==> src/hdl/tlid_pkg.sv <==
//------------------------------------------------------------------------------
// tlid_pkg
// Shared constants, types and reset tables for the profile density interpolator.
//------------------------------------------------------------------------------
package tlid_pkg;

   localparam int TABLE_DEPTH = 32;
   localparam int IDX_W       = $clog2(TABLE_DEPTH);
   localparam int ALT_W       = 18;
   localparam int LOGD_W      = 23;
   localparam int CNT_W       = 6;
   localparam int STD_POINTS  = 30;
   localparam logic [31:0] LN2_Q32 = 32'd2977044472;

   localparam logic ACT_LOAD  = 1'b0;
   localparam logic ACT_QUERY = 1'b1;

   // One table row as stored in memory.
   typedef struct packed {
      logic [ALT_W-1:0]  alt;
      logic [LOGD_W-1:0] logd;
   } row_type;

   // Reset contents of the profile table.
   function automatic row_type std_row(input logic [IDX_W-1:0] i);
      row_type r;
      r.alt  = '0;
      r.logd = '0;
      case (i)
         5'd0:  begin r.alt = 18'd0;      r.logd = 23'd4229901; end
         5'd1:  begin r.alt = 18'd5000;   r.logd = 23'd4176620; end
         5'd2:  begin r.alt = 18'd10000;  r.logd = 23'd4122042; end
         5'd3:  begin r.alt = 18'd15000;  r.logd = 23'd4050952; end
         5'd4:  begin r.alt = 18'd20000;  r.logd = 23'd3976871; end
         5'd5:  begin r.alt = 18'd25000;  r.logd = 23'd3901430; end
         5'd6:  begin r.alt = 18'd30000;  r.logd = 23'd3827966; end
         5'd7:  begin r.alt = 18'd35000;  r.logd = 23'd3754450; end
         5'd8:  begin r.alt = 18'd40000;  r.logd = 23'd3683497; end
         5'd9:  begin r.alt = 18'd45000;  r.logd = 23'd3616424; end
         5'd10: begin r.alt = 18'd50000;  r.logd = 23'd3554784; end
         5'd11: begin r.alt = 18'd55000;  r.logd = 23'd3499023; end
         5'd12: begin r.alt = 18'd60000;  r.logd = 23'd3440058; end
         5'd13: begin r.alt = 18'd64000;  r.logd = 23'd3394991; end
         5'd14: begin r.alt = 18'd68000;  r.logd = 23'd3347968; end
         5'd15: begin r.alt = 18'd72000;  r.logd = 23'd3296723; end
         5'd16: begin r.alt = 18'd76000;  r.logd = 23'd3241122; end
         5'd17: begin r.alt = 18'd80000;  r.logd = 23'd3179661; end
         5'd18: begin r.alt = 18'd84000;  r.logd = 23'd3112944; end
         5'd19: begin r.alt = 18'd88000;  r.logd = 23'd3042833; end
         5'd20: begin r.alt = 18'd92000;  r.logd = 23'd2969613; end
         5'd21: begin r.alt = 18'd96000;  r.logd = 23'd2898965; end
         5'd22: begin r.alt = 18'd100000; r.logd = 23'd2833885; end
         5'd23: begin r.alt = 18'd108000; r.logd = 23'd2721852; end
         5'd24: begin r.alt = 18'd114000; r.logd = 23'd2646288; end
         5'd25: begin r.alt = 18'd120000; r.logd = 23'd2573327; end
         5'd26: begin r.alt = 18'd126000; r.logd = 23'd2510471; end
         5'd27: begin r.alt = 18'd132000; r.logd = 23'd2455947; end
         5'd28: begin r.alt = 18'd140000; r.logd = 23'd2391885; end
         5'd29: begin r.alt = 18'd150000; r.logd = 23'd2327704; end
         default: begin r.alt = '0; r.logd = '0; end
      endcase
      return r;
   endfunction

endpackage

==> src/hdl/tlid_exp2.sv <==
//------------------------------------------------------------------------------
// tlid_exp2
// Iterative exp2 fraction: Taylor series of exp(u*ln2) to eighth order, one
// multiply and one divide-by-k per term.
//------------------------------------------------------------------------------
module tlid_exp2 (
   input  logic        clock,
   input  logic        reset,
   input  logic        start,
   input  logic [15:0] u,
   output logic        done,
   output logic [15:0] frac
);
   import tlid_pkg::*;

   localparam logic [1:0] S_IDLE = 2'd0;
   localparam logic [1:0] S_T    = 2'd1;
   localparam logic [1:0] S_MUL  = 2'd2;
   localparam logic [1:0] S_DIV  = 2'd3;

   logic [1:0]  state_ff, state_in;
   logic [3:0]  k_ff, k_in;
   logic [31:0] t_ff, t_in;
   logic [31:0] term_ff, term_in;
   logic [35:0] sum_ff, sum_in;
   logic [63:0] prod_ff, prod_in;
   logic        done_ff, done_in;
   logic [19:0] rnd;
   logic [32:0] magic;
   logic [64:0] qprod;
   logic [31:0] qrecip;

   // Exact floor division by three, five, six or seven by a reciprocal multiply.
   always_comb begin
      case (k_ff)
         4'd5:    magic = 33'h0_CCCC_CCCD;
         4'd7:    magic = 33'h1_2492_4925;
         default: magic = 33'h0_AAAA_AAAB;
      endcase
      qprod = 65'(prod_ff[63:32]) * 65'(magic);
      case (k_ff)
         4'd3:    qrecip = qprod[64:33];
         4'd7:    qrecip = 32'(qprod[64:35]);
         default: qrecip = 32'(qprod[64:34]);
      endcase
   end

   // Term update: multiply by t, then divide by k with a shift or a reciprocal.
   always_comb begin
      state_in = state_ff;
      k_in     = k_ff;
      t_in     = t_ff;
      term_in  = term_ff;
      sum_in   = sum_ff;
      prod_in  = prod_ff;
      done_in  = 1'b0;
      unique case (state_ff)
         S_IDLE: begin
            if (start) begin
               prod_in  = 64'({16'd0, u} * {16'd0, LN2_Q32});
               state_in = S_T;
            end
         end
         S_T: begin
            t_in     = prod_ff[47:16];
            term_in  = 32'hFFFF_FFFF;
            sum_in   = 36'h1_0000_0000;
            k_in     = 4'd1;
            state_in = S_MUL;
         end
         S_MUL: begin
            // First term is 2^32 exactly: term*t>>32 equals t.
            if (k_ff == 4'd1) prod_in = {t_ff, 32'd0};
            else              prod_in = 64'(term_ff) * 64'(t_ff);
            state_in = S_DIV;
         end
         S_DIV: begin
            case (k_ff) inside
               4'd1:                   term_in = prod_ff[63:32];
               4'd2:                   term_in = 32'(prod_ff[63:33]);
               4'd3, 4'd5, 4'd6, 4'd7: term_in = qrecip;
               4'd4:                   term_in = 32'(prod_ff[63:34]);
               default:                term_in = 32'(prod_ff[63:35]);
            endcase
            sum_in = sum_ff + 36'(term_in);
            if (k_ff == 4'd8) begin
               done_in  = 1'b1;
               state_in = S_IDLE;
            end else begin
               k_in     = k_ff + 4'd1;
               state_in = S_MUL;
            end
         end
         default: state_in = S_IDLE;
      endcase
   end

   always_ff @(posedge clock) begin
      if (reset) begin
         state_ff <= S_IDLE;
         done_ff  <= 1'b0;
      end else begin
         state_ff <= state_in;
         done_ff  <= done_in;
      end
      k_ff    <= k_in;
      t_ff    <= t_in;
      term_ff <= term_in;
      sum_ff  <= sum_in;
      prod_ff <= prod_in;
   end

   // Round to Q.16 and clamp.
   assign rnd  = 20'((sum_ff - 36'h1_0000_0000 + 36'd32768) >> 16);
   assign done = done_ff;
   assign frac = (rnd > 20'd65535) ? 16'hFFFF : rnd[15:0];

endmodule

==> config.mk <==
export PLATFORM = sky130hd
export DESIGN_NAME = tlid_exp2
export DESIGN_NICKNAME = d
export VERILOG_FILES = /design/src/hdl/tlid_pkg.sv /design/src/hdl/tlid_exp2.sv
export SDC_FILE = /design/constraint.sdc
export NUM_CORES = 2
export LEC_CHECK = 0
export BUFFER_PORTS_ARGS = -buffer_cell sky130_fd_sc_hd__buf_2
export CORE_ASPECT_RATIO = 1.4
export CORE_MARGIN = 2
export CORE_UTILIZATION = 45
export CTS_CLUSTER_SIZE = 14
export DETAILED_ROUTE_END_ITERATION = 10
export GPL_ROUTABILITY_DRIVEN = 0
export PLACE_DENSITY_LB_ADDON = 0.05
export SLEW_MARGIN = 15
export SYNTH_ARGS = -nofsm -noshare
export SYNTH_HDL_FRONTEND = slang
export SYNTH_SLANG_ARGS = --single-unit
==> constraint.sdc <==
create_clock -name clock -period 10.9 [get_ports clock]
set_input_delay 0.545 -clock clock [delete_from_list [all_inputs] [get_ports clock]]
set_output_delay 0.545 -clock clock [all_outputs]
set_load 0.01 [all_outputs]
==> results.toml <==
[synthesis]
synth_fa_ha_area_share_pct = 58.4
synth_most_common_cell = "inv_1"
synth_flop_cell = "edfxtp_1"
netlist_instances = 7829
yosys.area_share.xor_xnor_pct = 1.70
synth_area_sq_mm = 0.0705
synth_top_family_by_area = "adder cells"
synth_common_cells = "inv_1 (1939), fa_1 (1558), nand2_1 (1163)"
synth-edff-count = 152
synthMuxAreaShare_pct = 0.275
synth_compound_area_share_pct = 7.89
synth_largest_area_cell = "fa_1"
synth_top_area_share_pct = 44.2
postSynth.asyncResetShare_pct = 0
synth_cell_type_count = 91
synth-simple-area-share_pct = 12.9
ys_warn_count = 0
syn_area_per_cell_sq_um = 9.01
yosysSeqAreaShare_pct = 6.56
ys_ff_latch = 155
yosys-top-cells-area = "fa_1 (44%), ha_1 (14%), inv_1 (10%), edfxtp_1 (6.5%), nand2_1 (6.2%)"

[worst_setup_path]
required_ps = 11220
critPathMaxStageDelay_ps = 600
path_buf_inv = 8
critPathKind = "reg -> reg"
worstPathArrival_ps = 11090
crit_fanout = 5
crit_slowest_cell = "fa_1"
start_kind = "flip-flop"
r2r_setup_slack_ps = 130
worstSetupEndpointType = "flip-flop"
crit_path_frequent_cell = "fa_1"
cp_top_family = "adder cells"

[clock_network]
cts_tree = "done"
cts.sinks = 155
clkLatencyLatePin_ps = 480
htree_levels = 4
holdBufCountCts = 0
cts_made_buffers = 17
cts-root-buf = "clkbuf_16"
cts_buffer_depth = 2
clk_pin_slew_ps = 70

[detailed_routing]
routed_wl_mm = 258
firstDrtPassIters = 6
wl_per_cell_um = 24.6
vias = 56700
ant_nets = 0
routed_via_density = 5.40
first_iter_violations = 3300
drcViolationCount = 0

[placement]
numPortBuffers = 35
hpwl_mm = 221

[sta]
worst_pin_slew_ps = 1310
post-route-period-util_pct = 98.8
drv_slew = 0
fmax_ghz = 0.0928
finalClockSkew_ps = 30.9
fin_hold_ws_ps = 410
period_needed_ps = 10770
hold_viol = 0
relSlewSlack_pct = 12.7
rsz0062_at_grt = "true"
setup_violations = 0

[die]
die_area_sq_mm = 0.160
rows = 171
core_area_sq_mm = 0.155
fp.dieH_um = 472
ioPinCount = 36
fp.dieW_um = 339
start_util_pct = 45.4

[finish]
drive_gt1_share_pct = 14.3
fill_cells = 14900
fin_nets = 10800
synthToLayoutAreaGrowth_pct = 14.4

[global_route]
grt_pass1_wl_mm = 391
grt-ovfl-total = 0
antenna_found_initial = 4
use_met2_pct = 59.4
busiest_layer = "met2"
grt_pass1_vias = 62900
grtUsageMet3_pct = 3.49
grt_max_degree = 58
globalRouteMet1Util_pct = 37.0
track_usage_pct = 32.9

[hold_path]
hold_path.class = "reg -> reg"

[flow_run]
cap_violations = 0

[run_status]
outcome = "finished, final reports clean"
[cell usage in the layout (no fill, tap or decap), drive strengths merged, types with 11 or more instances in the layout]
cell type / count
nand3: 66
and2: 285
o211ai: 38
nor2: 204
o31ai: 18
nand4: 49
a221oi: 21
fa: 1558
o21ai: 169
xnor2: 76
o22ai: 28
a22oi: 13
o21a: 26
mux2i: 16
buf: 895
a21o: 88
nand2: 1163
a31oi: 39
a21oi: 236
xor2: 61
inv: 1947
nor2b: 18
a2111oi: 11
and4: 11
edfxtp: 152
clkbuf: 18
o21bai: 35
or3: 17
nor3: 44
ha: 800
a21boi: 11
or2: 21
nand2b: 36
a221o: 12
and3: 62
a211oi: 33
[path summary, 6_finish.rpt]
path | from | endpoint | depth (start not counted)
max | k_ff[0]$_SDFFCE_PN1P_ | sum_ff[34]$_SDFFCE_PN0P_ | 43
min | prod_ff[30]$_DFFE_PP_ | t_ff[14]$_DFFE_PP_ | 0
max reg2reg | k_ff[0]$_SDFFCE_PN1P_ | sum_ff[34]$_SDFFCE_PN0P_ | 43
min reg2reg | prod_ff[30]$_DFFE_PP_ | t_ff[14]$_DFFE_PP_ | 0
[repair_timing]
item | 4_1_cts | 5_1_grt
endpoints found under the setup margin | 20 | 24
setup buffers | 2 | 44
gates resized for setup | 46 | 279
pin swaps | 12 | 154
cloned | 0 | 2
[cells by family after synthesis]
group                    count (synthesis)
adder cells (fa/ha/maj)               2358
buffers and inverters                 2291
AND/OR/NAND/NOR                       2012
AO/OA/AOI/OAI                          855
flip-flops                             155
XOR/XNOR                               137
multiplexers                            19
other                                    2
[layer usage]
layer,share of wire [%],routed length [um]
met3,4.8,12400
met5,0.022,57
met2,51,132000
met4,8.2,21100
met1,36,92100
[flip-flops by register name, summed over array words and instances, names as in the netlist]
register / cells
prod_ff: 48
sum_ff: 36
t_ff: 32
term_ff: 32
k_ff: 4
state_ff: 2
done: 1
[per-stage QoR]
stage | cells | area [sq um] | setup slack [ps] | utilization (%) | setup TNS, ps
floorplan | 7837 | 70600 | 28.5 | - | 0
global placement | 10400 | 78300 | -433 | 50.4 | -3450
detailed placement | 10400 | 78300 | -601 | 50.4 | -5310
CTS | 10400 | 79100 | 0.173 | 50.9 | 0
global route | 10500 | 80600 | -218 | 51.9 | -1210
finish | 10500 | 80700 | 129 | 51.9 | 0
[layout make-up]
cell class	count	area [sq um]	share of cell area, %
clock inverters	15	181	0.225
diodes	5	12.5	0.0155
multi-input cells	5391	58600	72.6
clock buffers	17	425	0.527
flip-flops and latches	155	4630	5.74
inverters	1941	7290	9.03
well taps	2076	2600	3.22
repair buffers	896	6930	8.60
Power is left out: the tool's default activity adds up to more than one toggle a clock period on the data nets, which glitch-free logic cannot reach.
